`src/hw/rtl/dqkd_pkg.sv`:
```
// Shared types and codes for the double-ended queue with key delete.
// Used by dqkd_cell and double_ended_queue_with_key_delete; no dependencies.
package dqkd_pkg;

	// Field widths fixed by the item format
	localparam int VAL_W = 32;
	localparam int OP_W  = 3;
	localparam int POS_W = 4;
	localparam int CNT_W = 5;
	localparam int ST_W  = 2;

	// Operation codes
	localparam logic [OP_W-1:0] OP_PUSH_BACK  = 3'd0;
	localparam logic [OP_W-1:0] OP_PUSH_FRONT = 3'd1;
	localparam logic [OP_W-1:0] OP_POP_BACK   = 3'd2;
	localparam logic [OP_W-1:0] OP_POP_FRONT  = 3'd3;
	localparam logic [OP_W-1:0] OP_FIND       = 3'd4;
	localparam logic [OP_W-1:0] OP_DELETE     = 3'd5;
	localparam logic [OP_W-1:0] OP_CLEAR      = 3'd6;

	// Result status codes
	localparam logic [ST_W-1:0] ST_OK    = 2'd0;
	localparam logic [ST_W-1:0] ST_EMPTY = 2'd1;
	localparam logic [ST_W-1:0] ST_FULL  = 2'd2;
	localparam logic [ST_W-1:0] ST_MISS  = 2'd3;

	// Per-cycle command broadcast along the cell chain
	typedef logic [2:0] cmd_t;
	localparam cmd_t CMD_HOLD       = 3'd0;
	localparam cmd_t CMD_PUSH_BACK  = 3'd1;
	localparam cmd_t CMD_PUSH_FRONT = 3'd2;
	localparam cmd_t CMD_SHIFT_DOWN = 3'd3;
	localparam cmd_t CMD_ROTATE     = 3'd4;

	typedef struct packed {
		cmd_t             cmd;
		logic [VAL_W-1:0] wdata;
	} cell_ctl_t;

endpackage

```
`src/hw/rtl/dqkd_cell.sv`:
```
// One storage cell of the queue chain: holds one entry and trades it with its neighbors.
// Depends on dqkd_pkg for the command codes and the control struct.
module dqkd_cell #(
	parameter int INDEX = 0,
	parameter int CW    = 5
) (
	input  logic                     clk,
	input  dqkd_pkg::cell_ctl_t      ctl,
	input  logic [CW-1:0]            count,
	input  logic [dqkd_pkg::VAL_W-1:0] left,
	input  logic [dqkd_pkg::VAL_W-1:0] right,
	input  logic [dqkd_pkg::VAL_W-1:0] front,
	output logic [dqkd_pkg::VAL_W-1:0] data
);

	logic [dqkd_pkg::VAL_W-1:0] data_q;

	// Pick the next entry from the broadcast command
	always_ff @(posedge clk) begin
		case (ctl.cmd)
			dqkd_pkg::CMD_HOLD: begin
				data_q <= data_q;
			end
			dqkd_pkg::CMD_PUSH_BACK: begin
				if (count == CW'(INDEX)) begin
					data_q <= ctl.wdata;
				end
			end
			dqkd_pkg::CMD_PUSH_FRONT: begin
				data_q <= left;
			end
			dqkd_pkg::CMD_SHIFT_DOWN: begin
				data_q <= right;
			end
			dqkd_pkg::CMD_ROTATE: begin
				// last live cell takes the front entry, the rest move toward the front
				if (count == CW'(INDEX + 1)) begin
					data_q <= front;
				end else begin
					data_q <= right;
				end
			end
			default: begin
				data_q <= data_q;
			end
		endcase
	end

	assign data = data_q;

endmodule

```
`src/hw/rtl/double_ended_queue_with_key_delete.sv`:
```
// Bounded double-ended queue with key search and delete, built as a chain of cells.
// Push back, push front, pop front, clear and any empty/full/no-entry case go straight to the
// result register; pop back, find and delete first step the chain once per entry held at
// accept, as the chain rotates one entry per cycle past the front compare.
// Throughput: one beat per cycle for non-rotating operations unless the result side stalls;
// reset clears entry count and handshake state; cell contents stay undefined until written.
module double_ended_queue_with_key_delete #(
	parameter int DEPTH = 16
) (
	input  logic                              clk,
	input  logic                              arst_n,
	input  logic                              req_valid,
	output logic                              req_stall,
	input  logic [dqkd_pkg::OP_W-1:0]         op,
	input  logic signed [dqkd_pkg::VAL_W-1:0] value,
	output logic                              rsp_valid,
	input  logic                              rsp_stall,
	output logic signed [dqkd_pkg::VAL_W-1:0] popped_value,
	output logic                              found,
	output logic [dqkd_pkg::POS_W-1:0]        position,
	output logic [dqkd_pkg::ST_W-1:0]         status,
	output logic [dqkd_pkg::CNT_W-1:0]        entry_count
);

	localparam int CW = $clog2(DEPTH + 1);
	localparam int SW = $clog2(DEPTH);
	localparam int EW = (CW > dqkd_pkg::CNT_W) ? CW : dqkd_pkg::CNT_W;
	localparam int PW = (SW > dqkd_pkg::POS_W) ? SW : dqkd_pkg::POS_W;

	localparam logic SQ_IDLE = 1'b0;
	localparam logic SQ_ROT  = 1'b1;

	logic                        state_q;
	logic [CW-1:0]               count_q;
	logic [CW-1:0]               total_q;
	logic [SW-1:0]               step_q;
	logic [dqkd_pkg::OP_W-1:0]   op_q;
	logic [dqkd_pkg::VAL_W-1:0]  key_q;
	logic                        hit_q;
	logic [SW-1:0]               hitpos_q;

	logic                        rsp_valid_q;
	logic [dqkd_pkg::VAL_W-1:0]  popped_q;
	logic                        found_q;
	logic [dqkd_pkg::POS_W-1:0]  position_q;
	logic [dqkd_pkg::ST_W-1:0]   status_q;
	logic [dqkd_pkg::CNT_W-1:0]  entry_count_q;

	logic [dqkd_pkg::VAL_W-1:0]  data [DEPTH];
	dqkd_pkg::cell_ctl_t         ctl;

	logic                        req_acc;
	logic                        full;
	logic                        empty;
	logic                        last_step;
	logic                        hit;
	logic                        go_rot;
	logic                        fin;
	logic [CW-1:0]               count_d;
	logic [dqkd_pkg::VAL_W-1:0]  r_pop;
	logic                        r_found;
	logic [SW-1:0]               r_pos;
	logic [dqkd_pkg::ST_W-1:0]   r_status;
	logic [EW-1:0]               cnt_ext;
	logic [PW-1:0]               pos_ext;

	// Take a beat only when idle and the result register is free or draining
	assign req_stall = (state_q != SQ_IDLE) || (rsp_valid_q && rsp_stall);
	assign req_acc   = req_valid && !req_stall;

	assign full      = (count_q == CW'(DEPTH));
	assign empty     = (count_q == '0);
	assign last_step = ((CW'(step_q) + CW'(1)) == total_q);
	assign hit       = (data[0] == key_q) && !hit_q;

	// Decode the operation into a chain command and the result fields
	always_comb begin
		ctl.cmd   = dqkd_pkg::CMD_HOLD;
		ctl.wdata = value;
		count_d   = count_q;
		go_rot    = 1'b0;
		fin       = 1'b0;
		r_pop     = '0;
		r_found   = 1'b0;
		r_pos     = '0;
		r_status  = dqkd_pkg::ST_OK;
		if (state_q == SQ_IDLE) begin
			if (req_acc) begin
				fin = 1'b1;
				case (op)
					dqkd_pkg::OP_PUSH_BACK: begin
						if (full) begin
							r_status = dqkd_pkg::ST_FULL;
						end else begin
							ctl.cmd = dqkd_pkg::CMD_PUSH_BACK;
							count_d = count_q + CW'(1);
						end
					end
					dqkd_pkg::OP_PUSH_FRONT: begin
						if (full) begin
							r_status = dqkd_pkg::ST_FULL;
						end else begin
							ctl.cmd = dqkd_pkg::CMD_PUSH_FRONT;
							count_d = count_q + CW'(1);
						end
					end
					dqkd_pkg::OP_POP_FRONT: begin
						if (empty) begin
							r_status = dqkd_pkg::ST_EMPTY;
						end else begin
							r_pop   = data[0];
							ctl.cmd = dqkd_pkg::CMD_SHIFT_DOWN;
							count_d = count_q - CW'(1);
						end
					end
					dqkd_pkg::OP_POP_BACK: begin
						if (empty) begin
							r_status = dqkd_pkg::ST_EMPTY;
						end else begin
							go_rot = 1'b1;
							fin    = 1'b0;
						end
					end
					dqkd_pkg::OP_FIND, dqkd_pkg::OP_DELETE: begin
						if (empty) begin
							r_status = dqkd_pkg::ST_MISS;
						end else begin
							go_rot = 1'b1;
							fin    = 1'b0;
						end
					end
					dqkd_pkg::OP_CLEAR: begin
						count_d = '0;
					end
					default: begin
						count_d = count_q;
					end
				endcase
			end
		end else begin
			fin = last_step;
			if (op_q == dqkd_pkg::OP_POP_BACK) begin
				// back entry reaches the front on the last step; drop it there
				if (last_step) begin
					r_pop   = data[0];
					ctl.cmd = dqkd_pkg::CMD_SHIFT_DOWN;
					count_d = count_q - CW'(1);
				end else begin
					ctl.cmd = dqkd_pkg::CMD_ROTATE;
				end
			end else begin
				if (hit && (op_q == dqkd_pkg::OP_DELETE)) begin
					ctl.cmd = dqkd_pkg::CMD_SHIFT_DOWN;
					count_d = count_q - CW'(1);
				end else begin
					ctl.cmd = dqkd_pkg::CMD_ROTATE;
				end
				r_found  = hit_q || hit;
				r_pos    = hit ? step_q : hitpos_q;
				r_status = (hit_q || hit) ? dqkd_pkg::ST_OK : dqkd_pkg::ST_MISS;
			end
		end
	end

	// Cell chain, front at index 0
	for (genvar i = 0; i < DEPTH; i++) begin : g_cell
		logic [dqkd_pkg::VAL_W-1:0] left_w;
		logic [dqkd_pkg::VAL_W-1:0] right_w;
		if (i == 0) begin : g_first
			assign left_w = ctl.wdata;
		end else begin : g_mid_l
			assign left_w = data[i-1];
		end
		if (i == DEPTH - 1) begin : g_last
			assign right_w = data[i];
		end else begin : g_mid_r
			assign right_w = data[i+1];
		end
		dqkd_cell #(
			.INDEX(i),
			.CW   (CW)
		) u_cell (
			.clk  (clk),
			.ctl  (ctl),
			.count(count_q),
			.left (left_w),
			.right(right_w),
			.front(data[0]),
			.data (data[i])
		);
	end

	// Sequencer and entry count
	always_ff @(posedge clk or negedge arst_n) begin
		if (!arst_n) begin
			state_q  <= SQ_IDLE;
			count_q  <= '0;
			step_q   <= '0;
			total_q  <= '0;
			op_q     <= dqkd_pkg::OP_PUSH_BACK;
			hit_q    <= 1'b0;
			hitpos_q <= '0;
		end else begin
			count_q <= count_d;
			if (go_rot) begin
				state_q  <= SQ_ROT;
				step_q   <= '0;
				total_q  <= count_q;
				op_q     <= op;
				hit_q    <= 1'b0;
				hitpos_q <= '0;
			end else if (state_q == SQ_ROT) begin
				step_q <= step_q + SW'(1);
				if (hit) begin
					hit_q    <= 1'b1;
					hitpos_q <= step_q;
				end
				if (last_step) begin
					state_q <= SQ_IDLE;
				end
			end
		end
	end

	// Hold the search key for the rotation
	always_ff @(posedge clk) begin
		if (go_rot) begin
			key_q <= value;
		end
	end

	assign cnt_ext = EW'(count_d);
	assign pos_ext = PW'(r_pos);

	// Result register: load on finish, drop when taken
	always_ff @(posedge clk or negedge arst_n) begin
		if (!arst_n) begin
			rsp_valid_q <= 1'b0;
		end else if (fin) begin
			rsp_valid_q <= 1'b1;
		end else if (rsp_valid_q && !rsp_stall) begin
			rsp_valid_q <= 1'b0;
		end
	end

	always_ff @(posedge clk) begin
		if (fin) begin
			popped_q      <= r_pop;
			found_q       <= r_found;
			position_q    <= pos_ext[dqkd_pkg::POS_W-1:0];
			status_q      <= r_status;
			entry_count_q <= cnt_ext[dqkd_pkg::CNT_W-1:0];
		end
	end

	assign rsp_valid    = rsp_valid_q;
	assign popped_value = popped_q;
	assign found        = found_q;
	assign position     = position_q;
	assign status       = status_q;
	assign entry_count  = entry_count_q;

	// Entry count stays within the chain
	a_count_bound: assert property (@(posedge clk) disable iff (!arst_n)
		count_q <= CW'(DEPTH))
		else $error("entry count exceeds depth");

	// Result register is empty for the whole rotation
	a_rot_out_free: assert property (@(posedge clk) disable iff (!arst_n)
		(state_q == SQ_ROT) |-> !rsp_valid_q)
		else $error("result pending during rotation");

	// The last rotation step delivers a result
	a_rot_finish: assert property (@(posedge clk) disable iff (!arst_n)
		(state_q == SQ_ROT && last_step) |=> (rsp_valid && state_q == SQ_IDLE))
		else $error("rotation ended without a result");

	// A match always reports ok
	a_found_ok: assert property (@(posedge clk) disable iff (!arst_n)
		(rsp_valid && found) |-> (status == dqkd_pkg::ST_OK))
		else $error("match with non-ok status");

	// A failed pop returns zero
	a_empty_zero: assert property (@(posedge clk) disable iff (!arst_n)
		(rsp_valid && status == dqkd_pkg::ST_EMPTY) |-> (popped_value == '0))
		else $error("empty pop returned data");

endmodule
```
`config.mk`:
```
export PLATFORM = sky130hd
export DESIGN_NAME = double_ended_queue_with_key_delete
export DESIGN_NICKNAME = d
export VERILOG_FILES = /design/src/hw/rtl/dqkd_pkg.sv /design/src/hw/rtl/dqkd_cell.sv /design/src/hw/rtl/double_ended_queue_with_key_delete.sv
export SDC_FILE = /design/constraint.sdc
export NUM_CORES = 2
export LEC_CHECK = 0
export BUFFER_PORTS_ARGS = -buffer_cell sky130_fd_sc_hd__buf_2
export CAP_MARGIN = 15
export CORE_UTILIZATION = 27
export CTS_CLUSTER_SIZE = 16
export DETAILED_ROUTE_END_ITERATION = 12
export PLACE_DENSITY_LB_ADDON = 0.25
export REMOVE_ABC_BUFFERS = 1
export SETUP_SLACK_MARGIN = 0.4
export SYNTH_ARGS = -nofsm -noshare
export SYNTH_HDL_FRONTEND = slang
export SYNTH_HIERARCHICAL = 1
export SYNTH_SLANG_ARGS = --single-unit
```
`constraint.sdc`:
```
create_clock -name clk -period 14.69 [get_ports clk]
set_input_delay 0 -clock clk [delete_from_list [all_inputs] [get_ports clk]]
set_output_delay 0 -clock clk [all_outputs]
set_load 0.05 [all_outputs]
```
---- After elaboration in Yosys (flattened, before gate mapping) ----
Index checks and enable logic that the tools add are counted.
word-level totals
  register bits ........................... 612
  input bits .............................. 39
  output and inout bits ................... 46
cells by class
  add/subtract/negate cells ............... 4
  equal/unequal tests ..................... 48
  multiplexer cells ....................... 100
  bitwise gates (word level) .............. 1
  reductions and logical operators ........ 39
operators by type and width
  kind                                                              number
  32-bit one-hot mux with 4 select lines                            15
  32-bit two-way mux                                                38
  32-bit one-hot mux with 3 select lines                            1
  5-bit by 4-bit == test with 1-bit output (second input constant)  8
  5-bit two-way mux                                                 7
  32-bit == test                                                    1
  2-bit by 1-bit != test with 1-bit output (second input constant)  15
  2-bit AND reduction                                               15
  5-bit by 3-bit == test with 1-bit output (second input constant)  4
  4-bit two-way mux                                                 5
  1-bit two-way mux                                                 18
  2-bit two-way mux                                                 9
  3-bit by 2-bit == test with 1-bit output (second input constant)  5
  3-bit == test (second input constant)                             5
  5-bit one-hot mux with 3 select lines                             1
  3-bit two-way mux                                                 4
  2-bit one-hot mux with 3 select lines                             2
  5-bit by 2-bit == test with 1-bit output (second input constant)  2
  2-bit OR reduction                                                4
  3-bit by 1-bit == test with 1-bit output (second input constant)  2
  2-bit != test (second input constant)                             3
  3-bit AND reduction                                               2
  2-bit nonzero test                                                3
  4-bit by 1-bit adder with 5-bit output (second input constant)    1
  other kinds (15)                                                  22

---- Logic depth before layout (Yosys ltp) ----
  depth after elaboration ................. 9
  depth in mapped cells ................... 14
  gate-level depth less buffers ........... 10

---- Cells and area by module ----
Netlist, hierarchy kept.
by module, submodules not included
  module                              times used  cells each  area an instance (sq um)
  dqkd_cell (g_cell[2].u_cell ...)    3           298         2697.6
  dqkd_cell (g_cell[10].u_cell ...)   3           299         2687.6
  dqkd_cell (g_cell[5].u_cell ...)    2           305         3041.7
  double_ended_queue_with_key_delete  1           361         4566.9
  dqkd_cell (g_cell[13].u_cell)       1           306         3042.9
  dqkd_cell (g_cell[3].u_cell)        1           304         2935.3
  dqkd_cell (g_cell[7].u_cell)        1           330         2865.2
  dqkd_cell (g_cell[11].u_cell)       1           305         2795.2
  dqkd_cell (g_cell[1].u_cell)        1           305         2786.4
  dqkd_cell (g_cell[15].u_cell)       1           299         2735.1
  dqkd_cell (g_cell[0].u_cell)        1           298         2731.4
  dqkd_cell (g_cell[14].u_cell)       1           299         2683.8

---- Worst setup path after synthesis ----
OpenSTA, ideal clock, no wires.
  path type ............................... reg-to-reg
  start ................................... reg count_q[1]
  end ..................................... reg g_cell[15].u_cell.data_q, in the netlist g_cell[15].u_cell/data[0], enable pin
  setup time .............................. 0.466 ns
  data arrival time ....................... 10.146 ns
  required time ........................... 14.224 ns
  path slack .............................. 4.078 ns
  stages on the path, launching flop included .. 12
  path buffers ............................ 3
  period minus slack after synthesis ...... 10.612 ns
  cell sequence ........................... dfrtp_1 inv_1 ha_1 or3b_1 buf_2 o21ai_2 a2111o_1 o21ai_0 buf_2 clkbuf_1 a31oi_1 o21ai_0
RTL lines
  what                    line                                       source
  start, declared         double_ended_queue_with_key_delete.sv:34   logic [CW-1:0] count_q;
  start signal, assigned  double_ended_queue_with_key_delete.sv:204  count_q <= count_d;
  end signal, assigned    dqkd_cell.sv:22                            data_q <= data_q;
  end signal, assigned    dqkd_cell.sv:26                            data_q <= ctl.wdata;
  end signal, assigned    dqkd_cell.sv:30                            data_q <= left;
  end, declared           dqkd_cell.sv:16                            logic [dqkd_pkg::VAL_W-1:0] data_q;

==> impl_metrics.py <==
metrics = {
    "run_status": {
        "outcome": "finished, final reports clean",
    },
    "worst_hold_path": {
        "min_path_type": "input port to flop",
    },
    "synth": {
        "ys_types": 78,
        "synth_top_area_share_pct": 35.76,
        "yosysWarnings": 6,
        "async_flop_share_pct": 3.922,
        "ys_ff_latch": 612,
        "synth_area_mm2": 0.04938,
        "postSynthCellCount": 5208,
        "synthTopCellsByArea": "edfxtp_1 36%, mux2_2 12%, o21ai_0 9.6%",
        "synthTopCellsByCount": "947 x o21ai_0, 588 x edfxtp_1, 524 x nor2b_1, 520 x mux2_2, 514 x a21oi_1",
        "syn_avg_cell_area_um2": 9.482,
        "ys.flop_type": "edfxtp_1",
        "ys_seq_area_share_pct": 36.97,
        "synth_largest_area_cell": "edfxtp_1",
        "synth_most_common_cell": "o21ai_0",
        "synth_edf_count": 588,
    },
    "global_routing": {
        "grt_max_degree": 146,
        "antenna_found_initial": 19,
        "grt_pass1_wl_mm": 324.4,
        "grt_usage_pct": 23.09,
        "grt_pass1_vias": 44620,
        "grt_overflow": 0,
    },
    "cts": {
        "root_buffer": "clkbuf_16",
        "ctsResizeCount": 0,
        "cts_buffer_depth": 3,
        "path_clk_slew_ns": 0.06,
        "cts_buffers": 84,
        "clkLatencyLatePin_ns": 0.73,
        "clock_sinks": 612,
        "cts_tree": "yes",
        "h-tree-depth": 3,
    },
    "die": {
        "die_x_um": 429.7,
        "ios": 85,
        "rows": 156,
        "die_height_um": 429.7,
        "die_area_mm2": 0.1846,
        "coreArea_mm2": 0.1811,
        "initial_utilization_pct": 27.26,
    },
    "power_and_ir_drop": {
        "p_leak_nw": 17.12,
        "p_switching_mw": 6.696,
        "ir_drop_uv": 109.3,
        "p_seq_share_pct": 32.3,
        "internal-power_mw": 6.922,
        "p_per_area_mw_per_mm2": 250.9,
        "swShare_pct": 49.17,
        "share_comb_of_total_power_pct": 52.7,
        "clock_power_share_pct": 15.0,
    },
    "sta": {
        "whs_ns": 0.07620,
        "fin_skew_ns": 0.04230,
        "hold_viol_final": 0,
        "period_minus_slack_ns": 7.198,
        "slew_headroom_pct": 13.63,
        "finalSetupViolCount": 0,
        "worst_slew_pin_slew_ns": 1.293,
        "finalCritPeriodShare_pct": 49.00,
        "max_freq_mhz": 138.9,
        "tns_ns": 0,
        "finalMaxSlewViolations": 0,
        "rsz0062_at_grt": "false",
    },
    "final_layout": {
        "area_delta_synth_final_pct": 9.915,
        "fin_nets": 5036,
        "fin_cells": 7434,
        "final_area_mm2": 0.05428,
        "fillCellCount": 18640,
        "drive_above_1_share_pct": 21.41,
    },
    "setup_path": {
        "critPathKind": "flop to flop",
        "arrival_ns": 7.64,
        "setup.worst_path.start_class": "flop",
        "critPathMaxFanout": 145,
        "worstSetupEndpointType": "flop",
        "required_ns": 15.13,
    },
    "route": {
        "drtIter0Drc": 6295,
        "detail_route.wl_per_cell_um": 30.15,
        "routed_via_density": 6.323,
        "ant_nets": 0,
        "drcViolationCount": 0,
        "drt-total-wl_mm": 224.1,
        "dr.pass1.iters": 7,
        "routed-via-count": 47010,
    },
    "place": {
        "post_dp_cell_area_mm2": 0.05124,
        "dpl.cell_count": 7236,
        "post-dp-hpwl_mm": 130.1,
        "port_buffers": 84,
        "gp_congestion": 0.8455,
    },
    "run": {
        "drv_cap": 0,
    },
}
cells in the final DEF (no fill, tap or decap), types with 26 or more instances in the layout:
cell type,Yosys,routed
a21oi_1,514,512
a22oi_1,501,501
a31oi_1,295,295
a41oi_1,76,76
a41oi_2,112,112
and2_1,34,34
buf_2,165,85
buf_4,2,155
clkbuf_1,325,26
clkbuf_16,0,88
dlygate4sd3_1,0,40
edfxtp_1,588,588
inv_1,52,48
mux2_2,520,520
nand2_1,33,32
nor2b_1,524,515
o21ai_0,947,943
o21ai_1,85,85
o31a_1,37,33
xor2_1,34,34
worst max-delay path: stages (launching register included):
cell and delay, ns:
edfxtp_1 1.08, xor2_1 0.22, nor4_1 0.37, buf_2 0.24
buf_4 0.13, nand4_1 0.36, o31a_1 0.62, nand2_4 0.58
buf_12 0.72, buf_4 0.75, buf_4 0.87, mux2_2 0.42
a221oi_1 0.24, a21oi_1 0.07
metal layers:
layer / GRT usage (%) / vias up / share of wire [%]
li1: - / 19940 / -
met1: 31.21 / 23570 / 41
met2: 36.11 / 2955 / 45
met3: 3.946 / 535 / 9.1
met4: 9.854 / 6 / 4.4
met5: 0 / - / 0.015
sequential cells by signal, summed over array words and instances, names as in the netlist:
| name | flops |
|---|---|
| g_cell.u_cell/data | 512 |
| key_q | 32 |
| popped_value | 32 |
| count_q | 5 |
| entry_count | 5 |
| total_q | 5 |
| hitpos_q | 4 |
| position | 4 |
| step_q | 4 |
| op_q | 3 |
| status | 2 |
| found | 1 |
| hit_q | 1 |
| rsp_valid | 1 |
| state_q | 1 |
power groups by stage:
stage | clock (mW) | combinational [mW] | sequential, mW
after detailed placement | 0 | 6.95 | 4.37
after floorplan | 0 | 5.11 | 4.22
after global placement | 0 | 6.83 | 4.35
final | 2.05 | 7.17 | 4.40
after CTS | 2.08 | 6.97 | 4.34
after global routing | 2.13 | 7.61 | 4.46
metrics by stage:
stage / power [mW] / worst slack, ns / utilization (%)
5_1_grt: 14.20 / 7.310 / 29.96
6_report: 13.62 / 7.492 / 29.97
3_3_place_gp: 11.17 / 7.081 / 28.29
4_1_cts: 13.39 / 7.075 / 29.95
2_1_floorplan: 9.333 / -34.22 / -
3_5_place_dp: 11.32 / 7.098 / 28.29
what timing repair did:
item                                   in CTS  in global routing
hold buffers                               41                  0
setup buffers                               0                  0
endpoints found under the hold margin      73                  0
final timing paths:
path                                                     startpoint                                   to  slack, ns  depth (start not counted)
worst max-delay path            g_cell[0].u_cell/data[18]$_DFFE_PP_  g_cell[0].u_cell/data[12]$_DFFE_PP_       7.49                         13
worst min-delay path                                      value[31]                  key_q[31]$_DFFE_PP_       0.08                          1
worst max register to register  g_cell[0].u_cell/data[18]$_DFFE_PP_  g_cell[0].u_cell/data[12]$_DFFE_PP_       7.49                         13
worst min register to register                  op_q[1]$_DFFE_PN0P_                  op_q[1]$_DFFE_PN0P_       0.50                          2
max in group asynchronous                                    arst_n                 count_q[0]$_DFF_PN0_      14.19                          4
min in group asynchronous                                    arst_n                 count_q[2]$_DFF_PN0_       0.30                          4
cell type report:
cell class	instances	area [um2]	share of cell area, %
Multi-Input combinational cell	3955	28110	51.79
Sequential cell	612	18270	33.67
Antenna cell	6	15.01	0.02766
Tap cell	2370	2965	5.463
Inverter	55	206.4	0.3804
Clock buffer	120	2382	4.389
Timing Repair Buffer	286	2110	3.887
Clock inverter	30	214.0	0.3942
cells by family (layout without fill, tap and decap cells):
| family | after synthesis | count (layout) | share of synthesized area, % |
|---|---|---|---|
| other | 0 | 6 | 0 |
| buffers and inverters | 641 | 491 | 6.661 |
| and+or+nand+nor | 753 | 753 | 9.747 |
| adders and majority gates | 3 | 3 | 0.07602 |
| xor gates and xnor gates | 42 | 42 | 0.7728 |
| AOI/OAI and AO/OA | 2631 | 2631 | 33.79 |
| muxes | 526 | 526 | 11.98 |
| DFF | 612 | 612 | 36.97 |
No activity file was read; power rests on OpenSTA's default activity.
